--- src/rtl/wbap_pkg.sv ---
// ----------------------------------------------------------------------------
// wbap_pkg
// Shared constants, widths and types for the weighted budget apportionment
// block and its divider unit.
// ----------------------------------------------------------------------------
package wbap_pkg;

    // Largest number of stages handled; larger requests saturate to this.
    localparam int MAX_STAGES = 16;

    // Fixed port widths.
    localparam int TOT_W     = 16;   // total_count / share
    localparam int SCNT_IN_W = 5;    // num_stages port
    localparam int SIDX_W    = 4;    // stage_index port

    // Internal widths, derived from MAX_STAGES.
    localparam int CNT_W    = $clog2(MAX_STAGES + 1);            // holds 0..MAX_STAGES
    localparam int IDX_W    = (MAX_STAGES > 1) ? $clog2(MAX_STAGES) : 1;
    localparam int WT_W     = $clog2(MAX_STAGES + 2);            // weight up to n+1
    localparam int WSUM_MAX = MAX_STAGES * (MAX_STAGES + 3) / 2;
    localparam int WS_W     = $clog2(WSUM_MAX + 1);              // weight sum W
    localparam int PROD_W   = TOT_W + WT_W;                      // T * w
    localparam int DCNT_W   = $clog2(PROD_W + 1);                // divider step count

    // Divider request and response.
    typedef struct packed {
        logic              start;
        logic [PROD_W-1:0] dividend;
        logic [WS_W-1:0]   divisor;
    } div_req_t;

    typedef struct packed {
        logic              done;
        logic              busy;
        logic [PROD_W-1:0] quotient;
        logic [WS_W-1:0]   remainder;
    } div_rsp_t;

endpackage

--- src/rtl/wbap_div.sv ---
// ----------------------------------------------------------------------------
// wbap_div
// Restoring divider, one quotient bit per cycle; a start is ignored while busy.
// done pulses for one cycle with quotient and remainder valid.
// ----------------------------------------------------------------------------
module wbap_div
    import wbap_pkg::*;
(
    input  logic     clk,
    input  logic     rst_n,
    input  div_req_t req,
    output div_rsp_t rsp
);

    logic              busy_reg, busy_next;
    logic              done_reg, done_next;
    logic [DCNT_W-1:0] cnt_reg, cnt_next;
    logic [PROD_W-1:0] quo_reg, quo_next;
    logic [WS_W-1:0]   rem_reg, rem_next;
    logic [WS_W-1:0]   dvs_reg, dvs_next;
    logic [WS_W:0]     shifted;
    logic              fits;

    // partial remainder stays below the divisor, so shifted fits WS_W+1 bits
    assign shifted = {rem_reg, quo_reg[PROD_W-1]};
    assign fits    = (shifted >= {1'b0, dvs_reg});

    always_comb
    begin
        busy_next = busy_reg;
        done_next = 1'b0;
        cnt_next  = cnt_reg;
        quo_next  = quo_reg;
        rem_next  = rem_reg;
        dvs_next  = dvs_reg;
        if (req.start && !busy_reg)
        begin
            busy_next = 1'b1;
            cnt_next  = DCNT_W'(PROD_W);
            quo_next  = req.dividend;
            rem_next  = '0;
            dvs_next  = req.divisor;
        end
        else if (busy_reg)
        begin
            quo_next = {quo_reg[PROD_W-2:0], fits};
            rem_next = fits ? WS_W'(shifted - {1'b0, dvs_reg}) : shifted[WS_W-1:0];
            cnt_next = cnt_reg - 1'b1;
            if (cnt_reg == DCNT_W'(1))
            begin
                busy_next = 1'b0;
                done_next = 1'b1;
            end
        end
    end

    always_ff @(posedge clk or negedge rst_n)
    begin
        if (!rst_n)
        begin
            busy_reg <= 1'b0;
            done_reg <= 1'b0;
            cnt_reg  <= '0;
        end
        else
        begin
            busy_reg <= busy_next;
            done_reg <= done_next;
            cnt_reg  <= cnt_next;
        end
    end

    always_ff @(posedge clk)
    begin
        quo_reg <= quo_next;
        rem_reg <= rem_next;
        dvs_reg <= dvs_next;
    end

    assign rsp.done      = done_reg;
    assign rsp.busy      = busy_reg;
    assign rsp.quotient  = quo_reg;
    assign rsp.remainder = rem_reg;

endmodule

--- src/rtl/weighted_budget_apportionment.sv ---
// ----------------------------------------------------------------------------
// weighted_budget_apportionment
// Splits a total count over n stages by weight, largest remainder first.
// ----------------------------------------------------------------------------
// One input word (total_count T, num_stages n) yields n output words, one
// per stage in index order, the final one flagged by last; n = 0 yields none,
// and n above MAX_STAGES is treated as MAX_STAGES. Stage i has weight n+1-i,
// the weight sum is W = n(n+3)/2, and stage i gets floor(T*w/W) plus one unit
// if its exact remainder T*w mod W ranks among the leftover count (ties go to
// the lower index). The block works on one word at a time and in_ready is
// high only while idle. Per word it runs the set-up, then a multiply and a
// divide per stage in the shared restoring divider (PROD_W = 21, one quotient
// bit per cycle), then for each stage ranks all remainders, one
// remainder-memory read per cycle, and loads the output register. A finished
// word sits in the output register while the block carries on, so the
// downstream side can stall freely.
// ----------------------------------------------------------------------------
module weighted_budget_apportionment
    import wbap_pkg::*;
(
    input  logic                 clk,
    input  logic                 rst_n,
    // input channel
    input  logic                 in_valid,
    output logic                 in_ready,
    input  logic [TOT_W-1:0]     total_count,
    input  logic [SCNT_IN_W-1:0] num_stages,
    // output channel
    output logic                 out_valid,
    input  logic                 out_ready,
    output logic [SIDX_W-1:0]    stage_index,
    output logic [TOT_W-1:0]     share,
    output logic                 last
);

    // sequencer states
    localparam logic [3:0] ST_IDLE  = 4'd0;  // waiting for a word
    localparam logic [3:0] ST_SETUP = 4'd1;  // weight sum
    localparam logic [3:0] ST_MUL   = 4'd2;  // T * w
    localparam logic [3:0] ST_GO    = 4'd3;  // kick the divider
    localparam logic [3:0] ST_WAIT  = 4'd4;  // divider running
    localparam logic [3:0] ST_LDI   = 4'd5;  // read own remainder
    localparam logic [3:0] ST_LDI2  = 4'd6;  // latch own remainder
    localparam logic [3:0] ST_RANK  = 4'd7;  // sweep all remainders
    localparam logic [3:0] ST_EMIT  = 4'd8;  // load output register

    logic [3:0]         state_reg, state_next;
    logic [TOT_W-1:0]   tot_reg, tot_next;
    logic [CNT_W-1:0]   n_reg, n_next;
    logic [WS_W-1:0]    wsum_reg, wsum_next;
    logic [CNT_W-1:0]   i_reg, i_next;
    logic [CNT_W-1:0]   j_reg, j_next;
    logic [IDX_W-1:0]   jd_reg, jd_next;
    logic               rd_vld_reg, rd_vld_next;
    logic [PROD_W-1:0]  prod_reg, prod_next;
    logic [TOT_W-1:0]   sum_reg, sum_next;
    logic [TOT_W-1:0]   left_reg, left_next;
    logic [WS_W-1:0]    cur_rem_reg, cur_rem_next;
    logic [CNT_W-1:0]   rank_reg, rank_next;

    logic               ovld_reg, ovld_next;
    logic [SIDX_W-1:0]  oidx_reg, oidx_next;
    logic [TOT_W-1:0]   oshare_reg, oshare_next;
    logic               olast_reg, olast_next;

    // per-stage storage
    logic [TOT_W-1:0]   base_arr [MAX_STAGES];
    logic [WS_W-1:0]    rem_mem  [MAX_STAGES];
    logic [WS_W-1:0]    rem_rd_reg;
    logic [IDX_W-1:0]   rd_addr;
    logic               base_we;
    logic               out_take;

    logic [CNT_W-1:0]   n_sat;
    logic [WT_W-1:0]    weight;
    logic [2*CNT_W+1:0] wprod;
    logic [TOT_W-1:0]   base_rd;

    div_req_t           div_req;
    div_rsp_t           div_rsp;

    wbap_div u_div (
        .clk   (clk),
        .rst_n (rst_n),
        .req   (div_req),
        .rsp   (div_rsp)
    );

    assign in_ready = (state_reg == ST_IDLE);
    assign out_take = ovld_reg && out_ready;

    // saturate the stage count
    assign n_sat = (32'(num_stages) > MAX_STAGES) ? CNT_W'(MAX_STAGES)
                                                  : CNT_W'(num_stages);

    // weight of stage i is n+1-i; never below 2
    assign weight = WT_W'(n_reg + 1'b1 - i_reg);
    assign wprod  = (2*CNT_W+2)'(n_reg) * (2*CNT_W+2)'(n_reg + 2'd3);

    assign div_req.start    = (state_reg == ST_GO);
    assign div_req.dividend = prod_reg;
    assign div_req.divisor  = wsum_reg;

    // own index in LDI, sweep index otherwise
    assign rd_addr = (state_reg == ST_LDI) ? i_reg[IDX_W-1:0] : j_reg[IDX_W-1:0];
    assign base_we = (state_reg == ST_WAIT) && div_rsp.done;
    assign base_rd = base_arr[i_reg[IDX_W-1:0]];

    always_comb
    begin
        state_next   = state_reg;
        tot_next     = tot_reg;
        n_next       = n_reg;
        wsum_next    = wsum_reg;
        i_next       = i_reg;
        j_next       = j_reg;
        jd_next      = j_reg[IDX_W-1:0];
        rd_vld_next  = 1'b0;
        prod_next    = prod_reg;
        sum_next     = sum_reg;
        left_next    = left_reg;
        cur_rem_next = cur_rem_reg;
        rank_next    = rank_reg;
        ovld_next    = out_take ? 1'b0 : ovld_reg;
        oidx_next    = oidx_reg;
        oshare_next  = oshare_reg;
        olast_next   = olast_reg;

        case (state_reg)
            ST_IDLE:
            begin
                if (in_valid)
                begin
                    tot_next = total_count;
                    n_next   = n_sat;
                    if (n_sat != '0)
                    begin
                        state_next = ST_SETUP;
                    end
                end
            end
            ST_SETUP:
            begin
                wsum_next  = WS_W'(wprod >> 1);
                i_next     = '0;
                sum_next   = '0;
                state_next = ST_MUL;
            end
            ST_MUL:
            begin
                prod_next  = PROD_W'(tot_reg) * PROD_W'(weight);
                state_next = ST_GO;
            end
            ST_GO:
            begin
                state_next = ST_WAIT;
            end
            ST_WAIT:
            begin
                if (div_rsp.done)
                begin
                    // floor share never exceeds T
                    sum_next = sum_reg + div_rsp.quotient[TOT_W-1:0];
                    i_next   = i_reg + 1'b1;
                    if (i_reg + 1'b1 == n_reg)
                    begin
                        left_next  = tot_reg - sum_next;
                        i_next     = '0;
                        state_next = ST_LDI;
                    end
                    else
                    begin
                        state_next = ST_MUL;
                    end
                end
            end
            ST_LDI:
            begin
                state_next = ST_LDI2;
            end
            ST_LDI2:
            begin
                cur_rem_next = rem_rd_reg;
                j_next       = '0;
                rank_next    = '0;
                state_next   = ST_RANK;
            end
            ST_RANK:
            begin
                // issue one read a cycle; compare the word read last cycle
                if (j_reg != n_reg)
                begin
                    rd_vld_next = 1'b1;
                    j_next      = j_reg + 1'b1;
                end
                if (rd_vld_reg)
                begin
                    if ((rem_rd_reg > cur_rem_reg) ||
                        ((rem_rd_reg == cur_rem_reg) && (jd_reg < i_reg[IDX_W-1:0])))
                    begin
                        rank_next = rank_reg + 1'b1;
                    end
                end
                else if (j_reg == n_reg)
                begin
                    state_next = ST_EMIT;
                end
            end
            ST_EMIT:
            begin
                if (!ovld_reg || out_ready)
                begin
                    ovld_next   = 1'b1;
                    oidx_next   = SIDX_W'(i_reg);
                    oshare_next = base_rd +
                                  TOT_W'(TOT_W'(rank_reg) < left_reg);
                    olast_next  = (i_reg + 1'b1 == n_reg);
                    i_next      = i_reg + 1'b1;
                    state_next  = (i_reg + 1'b1 == n_reg) ? ST_IDLE : ST_LDI;
                end
            end
            default:
            begin
                state_next = ST_IDLE;
            end
        endcase
    end

    always_ff @(posedge clk or negedge rst_n)
    begin
        if (!rst_n)
        begin
            state_reg  <= ST_IDLE;
            rd_vld_reg <= 1'b0;
            ovld_reg   <= 1'b0;
        end
        else
        begin
            state_reg  <= state_next;
            rd_vld_reg <= rd_vld_next;
            ovld_reg   <= ovld_next;
        end
    end

    // datapath registers, no reset needed
    always_ff @(posedge clk)
    begin
        tot_reg     <= tot_next;
        n_reg       <= n_next;
        wsum_reg    <= wsum_next;
        i_reg       <= i_next;
        j_reg       <= j_next;
        jd_reg      <= jd_next;
        prod_reg    <= prod_next;
        sum_reg     <= sum_next;
        left_reg    <= left_next;
        cur_rem_reg <= cur_rem_next;
        rank_reg    <= rank_next;
        oidx_reg    <= oidx_next;
        oshare_reg  <= oshare_next;
        olast_reg   <= olast_next;
    end

    // floor shares and remainders, one entry per stage
    always_ff @(posedge clk)
    begin
        if (base_we)
        begin
            base_arr[i_reg[IDX_W-1:0]] <= div_rsp.quotient[TOT_W-1:0];
            rem_mem[i_reg[IDX_W-1:0]]  <= div_rsp.remainder;
        end
        rem_rd_reg <= rem_mem[rd_addr];
    end

    assign out_valid   = ovld_reg;
    assign stage_index = oidx_reg;
    assign share       = oshare_reg;
    assign last        = olast_reg;

endmodule

--- config.mk ---
export PLATFORM = sky130hd
export DESIGN_NAME = weighted_budget_apportionment
export DESIGN_NICKNAME = d
export VERILOG_FILES = /design/src/rtl/wbap_pkg.sv /design/src/rtl/wbap_div.sv /design/src/rtl/weighted_budget_apportionment.sv
export SDC_FILE = /design/constraint.sdc
export NUM_CORES = 1
export LEC_CHECK = 0
export ABC_CLOCK_PERIOD_IN_PS = 6630
export BUFFER_PORTS_ARGS = -buffer_cell sky130_fd_sc_hd__buf_2
export CAP_MARGIN = 40
export CORE_ASPECT_RATIO = 0.75
export CORE_UTILIZATION = 40
export CTS_BUF_LIST = sky130_fd_sc_hd__clkbuf_8
export DETAILED_ROUTE_END_ITERATION = 6
export GPL_ROUTABILITY_DRIVEN = 0
export SKIP_CTS_REPAIR_TIMING = 1
export SLEW_MARGIN = 5
export SYNTH_ARGS = -nofsm -noshare
export SYNTH_HDL_FRONTEND = slang
export SYNTH_SLANG_ARGS = --single-unit
--- constraint.sdc ---
create_clock -name clk -period 6.63 [get_ports clk]
set_input_delay 0.663 -clock clk [delete_from_list [all_inputs] [get_ports clk]]
set_output_delay 0.663 -clock clk [all_outputs]
set_load 0.01 [all_outputs]
==> impl_metrics.csv <==
group,metric,value,unit
status,status,"completed",
critical_path,cp_max_fo,16,
placement,dpl_cell_area,28910,µm²
logic_synthesis,ys.flop_type,"edfxtp_1",
clock_network,clock_path_buffers,3,
floorplanning,die_w,304.3,µm
placement,portBuffers,47,
logic_synthesis,synth_seq_cells,576,
detailed_routing,viasPerCell,5.308,
pwr,p_per_area,220.8,nW/µm²
sta,max_slew.worst_pin.slew,827.9,ps
placement,pre_cts_slack,235.4,ps
clock_network,tritoncts,"done",
critical_path,crit_type,"reg -> reg",
worst_hold_path,hold_path_class,"in -> reg",
sta,layout_setup_ws,538.7,ps
critical_path,start_kind,"flop",
final_layout,nets,2092,
detailed_routing,ant_nets,0,
flow_run,cap_viol_max_count,0,
logic_synthesis,synth-edff-count,539,
logic_synthesis,yosysWarnings,0,
clock_network,cts_max_level,3,
critical_path,cpMostUsedCell,"inv_1",
sta,setup_tns,0,ps
sta,holdWs,144.6,ps
floorplanning,pin_count,48,
floorplanning,die_area,69580,µm²
global_routing,grt_overflow,0,
detailed_routing,drt_wl_total,60920,µm
sta,hold_viol,0,
global_routing,grt_pass1_vias,15335,
global_routing,track_usage,17.69,%
placement,dpl.hpwl,38720,µm
sta,setup_viol,0,
final_layout,largest_register_ffs,256,
detailed_routing,drc,0,
pwr,ir_drop,0.1164,mV
floorplanning,start_util,40.72,%
floorplanning,core_area,67300,µm²
clock_network,cts_sinks,576,
sta,period_share,91.88,%
floorplanning,fp.dieH,228.7,µm
logic_synthesis,syn_avg_cell_area,15.57,µm²
clock_network,numCtsBuffers,88,
final_layout,drive_gt1_share,18.44,%
sta,max_freq,164.2,MHz
final_layout,multi_input_area,9752,µm²
clock_network,clk_latency,700,ps
critical_path,critical-path-max-stage-delay,710,ps
final_layout,fillers,5889,
global_routing,antenna_found_initial,1,
sta,final.min_clock_period,6091,ps
critical_path,path_cells,"inv_1, ha_1, inv_1, ha_1, fa_2, and2_1, fa_1, fa_1, inv_1, fa_1, inv_1, ha_1, a2111oi_2, o21ai_0, a31oi_1, o21a_1, a21oi_1, o41ai_1, xnor2_1",
floorplanning,rows,82,
logic_synthesis,synthCells,1760,
critical_path,critPathArrivalTime,6510,ps
sta,rsz0062_at_grt,"no",
critical_path,cp.required,7050,ps
sta,skew,41.40,ps
logic_synthesis,async_flop_share,2.257,%
logic_synthesis,yosysUniqueCellTypes,73,
final_layout,instances_no_fill,2845,
detailed_routing,drt-initial-drc-count,1135,
final_layout,area_growth,11.66,%
detailed_routing,vias,15100,
critical_path,end_kind,"flop",
clock_network,path_clk_slew,70,ps
final_layout,diodes,0,
logic_synthesis,netlist_area,27410,µm²
sta,relSlewSlack,44.73,%
logic_synthesis,synth_nets,1960,
placement,placed_cells,2683,
sta,maxSlewViolCount,0,
clock_network,cts_root_buffer,"clkbuf_8",
critical_path,cpMaxStageDelayCell,"fa_2",
final_layout,post-route-util,45.47,%
detailed_routing,wl_per_cell,21.41,µm
global_routing,grt_pass1_wl,93030,µm
detailed_routing,first_pass_iters,5,
logic_synthesis,yosysSeqAreaShare,61.99,%
pwr,power,6.757,mW
global_routing,grt_max_degree,40,
final_layout,final_area,30600,µm²
pwr,power.leakage,10.40,nW
final_layout,seq_area,17000,µm²
[routing by layer]
| metal | wire [µm] | global-route usage, % | vias up | part of all wire, % |
|---|---|---|---|---|
| met1 | 30160 | 27.65 | 7646 | 50 |
| met4 | 763 | 3.504 | 0 | 1.3 |
| li1 | - | - | 6910 | - |
| met5 | 0 | 0 | - | 0 |
| met2 | 25970 | 25.32 | 472 | 43 |
| met3 | 4026 | 3.644 | 72 | 6.6 |
[final timing paths]
path | to | slack (ps) | depth (start not counted) | from
worst max-delay path | prod_reg[18]$_DFFE_PP_ | 540 | 19 | n_reg[1]$_DFFE_PP_
worst min-delay path | tot_reg[15]$_DFFE_PP_ | 140 | 1 | total_count[15]
worst max register to register | prod_reg[18]$_DFFE_PP_ | 540 | 19 | n_reg[1]$_DFFE_PP_
worst min register to register | u_div.dvs_reg[3]$_DFFE_PP_ | 420 | 0 | wsum_reg[3]$_DFFE_PP_
max in group asynchronous | state_reg[1]$_DFFE_PN0P_ | 5960 | 2 | rst_n
min in group asynchronous | u_div.cnt_reg[3]$_DFFE_PN0P_ | 410 | 2 | rst_n
[area by class of cell]
cell class | count | area share (%)
tap | 882 | 3.606
clock buffer | 94 | 4.227
timing repair buffer | 91 | 2.036
sequential | 576 | 55.54
clock inverter | 67 | 1.259
multi-input combinational | 1015 | 31.86
inverter | 120 | 1.472
[worst max-delay path, delay by kind of cell (launching register included)]
| family | cells | cell delay [ps] |
|---|---|---|
| DFF | 1 | 520 |
| AOI/OAI and AO/OA | 6 | 1530 |
| xor gates and xnor gates | 1 | 120 |
| and+or+nand+nor | 1 | 190 |
| adders and majority gates | 7 | 3140 |
| buffers and inverters | 4 | 330 |
[cells by family (layout without fill, tap and decap cells)]
group	after synthesis	in the layout	share of synthesized area [%]
AND/OR/NAND/NOR	378	378	6.948
buffers and inverters	169	372	2.753
adder cells (fa/ha/maj)	175	175	9.550
AO/OA/AOI/OAI	219	219	5.277
multiplexers	153	153	10.55
XOR/XNOR	90	90	2.926
flip-flops	576	576	61.99
[report_power, final]
group	switching (mW)	internal [mW]	total, mW	leakage (nW)
Combinational	0.00469	0.00611	0.0108	4.82
Sequential	0.0000000000000000330	3.92	3.92	4.59
Clock	1.39	1.44	2.83	0.989
Total	1.40	5.36	6.76	10.4
[cell usage in the layout (no fill, tap or decap), types with 7 or more instances in the layout]
cell type / synthesis / layout
o21bai_1: 7 / 7
nor2b_1: 31 / 31
clkinv_2: 0 / 16
nor2_1: 99 / 87
nor3_1: 25 / 19
nor2_2: 1 / 12
a22oi_1: 17 / 17
a211oi_1: 12 / 12
dfxtp_1: 24 / 22
mux2_2: 28 / 28
nand3_1: 21 / 21
clkbuf_8: 0 / 94
o21a_1: 16 / 16
a21o_1: 18 / 18
nand4_1: 9 / 9
mux4_1: 13 / 13
xnor2_1: 54 / 54
buf_4: 3 / 38
inv_1: 119 / 150
o21ai_0: 39 / 38
and2_1: 68 / 68
fa_1: 57 / 56
xor2_1: 35 / 35
nand2_1: 75 / 75
and3_1: 7 / 7
a21oi_1: 64 / 64
nand2b_1: 20 / 20
buf_2: 12 / 47
dfrtp_1: 13 / 13
ha_1: 118 / 118
mux4_2: 87 / 87
mux2i_1: 23 / 21
edfxtp_1: 539 / 539
clkinv_1: 0 / 13
[Yosys cell counts, drive strengths merged, types with 4 or more instances]
master | number | share of area [%]
nand2b | 22 | 0.54
a211oi | 12 | 0.33
o21ai | 39 | 0.71
a21o | 18 | 0.49
nand4 | 9 | 0.21
dfxtp | 24 | 1.8
xor2 | 35 | 1.1
a31oi | 5 | 0.11
a21oi | 64 | 1.2
fa | 57 | 4.2
ha | 118 | 5.4
xnor2 | 54 | 1.7
o21bai | 7 | 0.19
and2 | 68 | 1.6
nand2 | 75 | 1.0
buf | 26 | 0.76
clkbuf | 23 | 0.35
mux2i | 25 | 1.0
o21a | 16 | 0.44
edfxtp | 539 | 59
inv | 120 | 1.6
a22o | 6 | 0.19
and3 | 7 | 0.16
o211ai | 5 | 0.14
o2111ai | 4 | 0.13
or3 | 4 | 0.091
nor2b | 31 | 0.71
mux4 | 100 | 8.4
nor2 | 101 | 1.5
dfrtp | 13 | 1.2
mux2 | 28 | 1.2
a22oi | 17 | 0.47
nor3 | 25 | 0.46
nand3 | 21 | 0.38
or2 | 8 | 0.19
(Power assumes the default switching activity.)
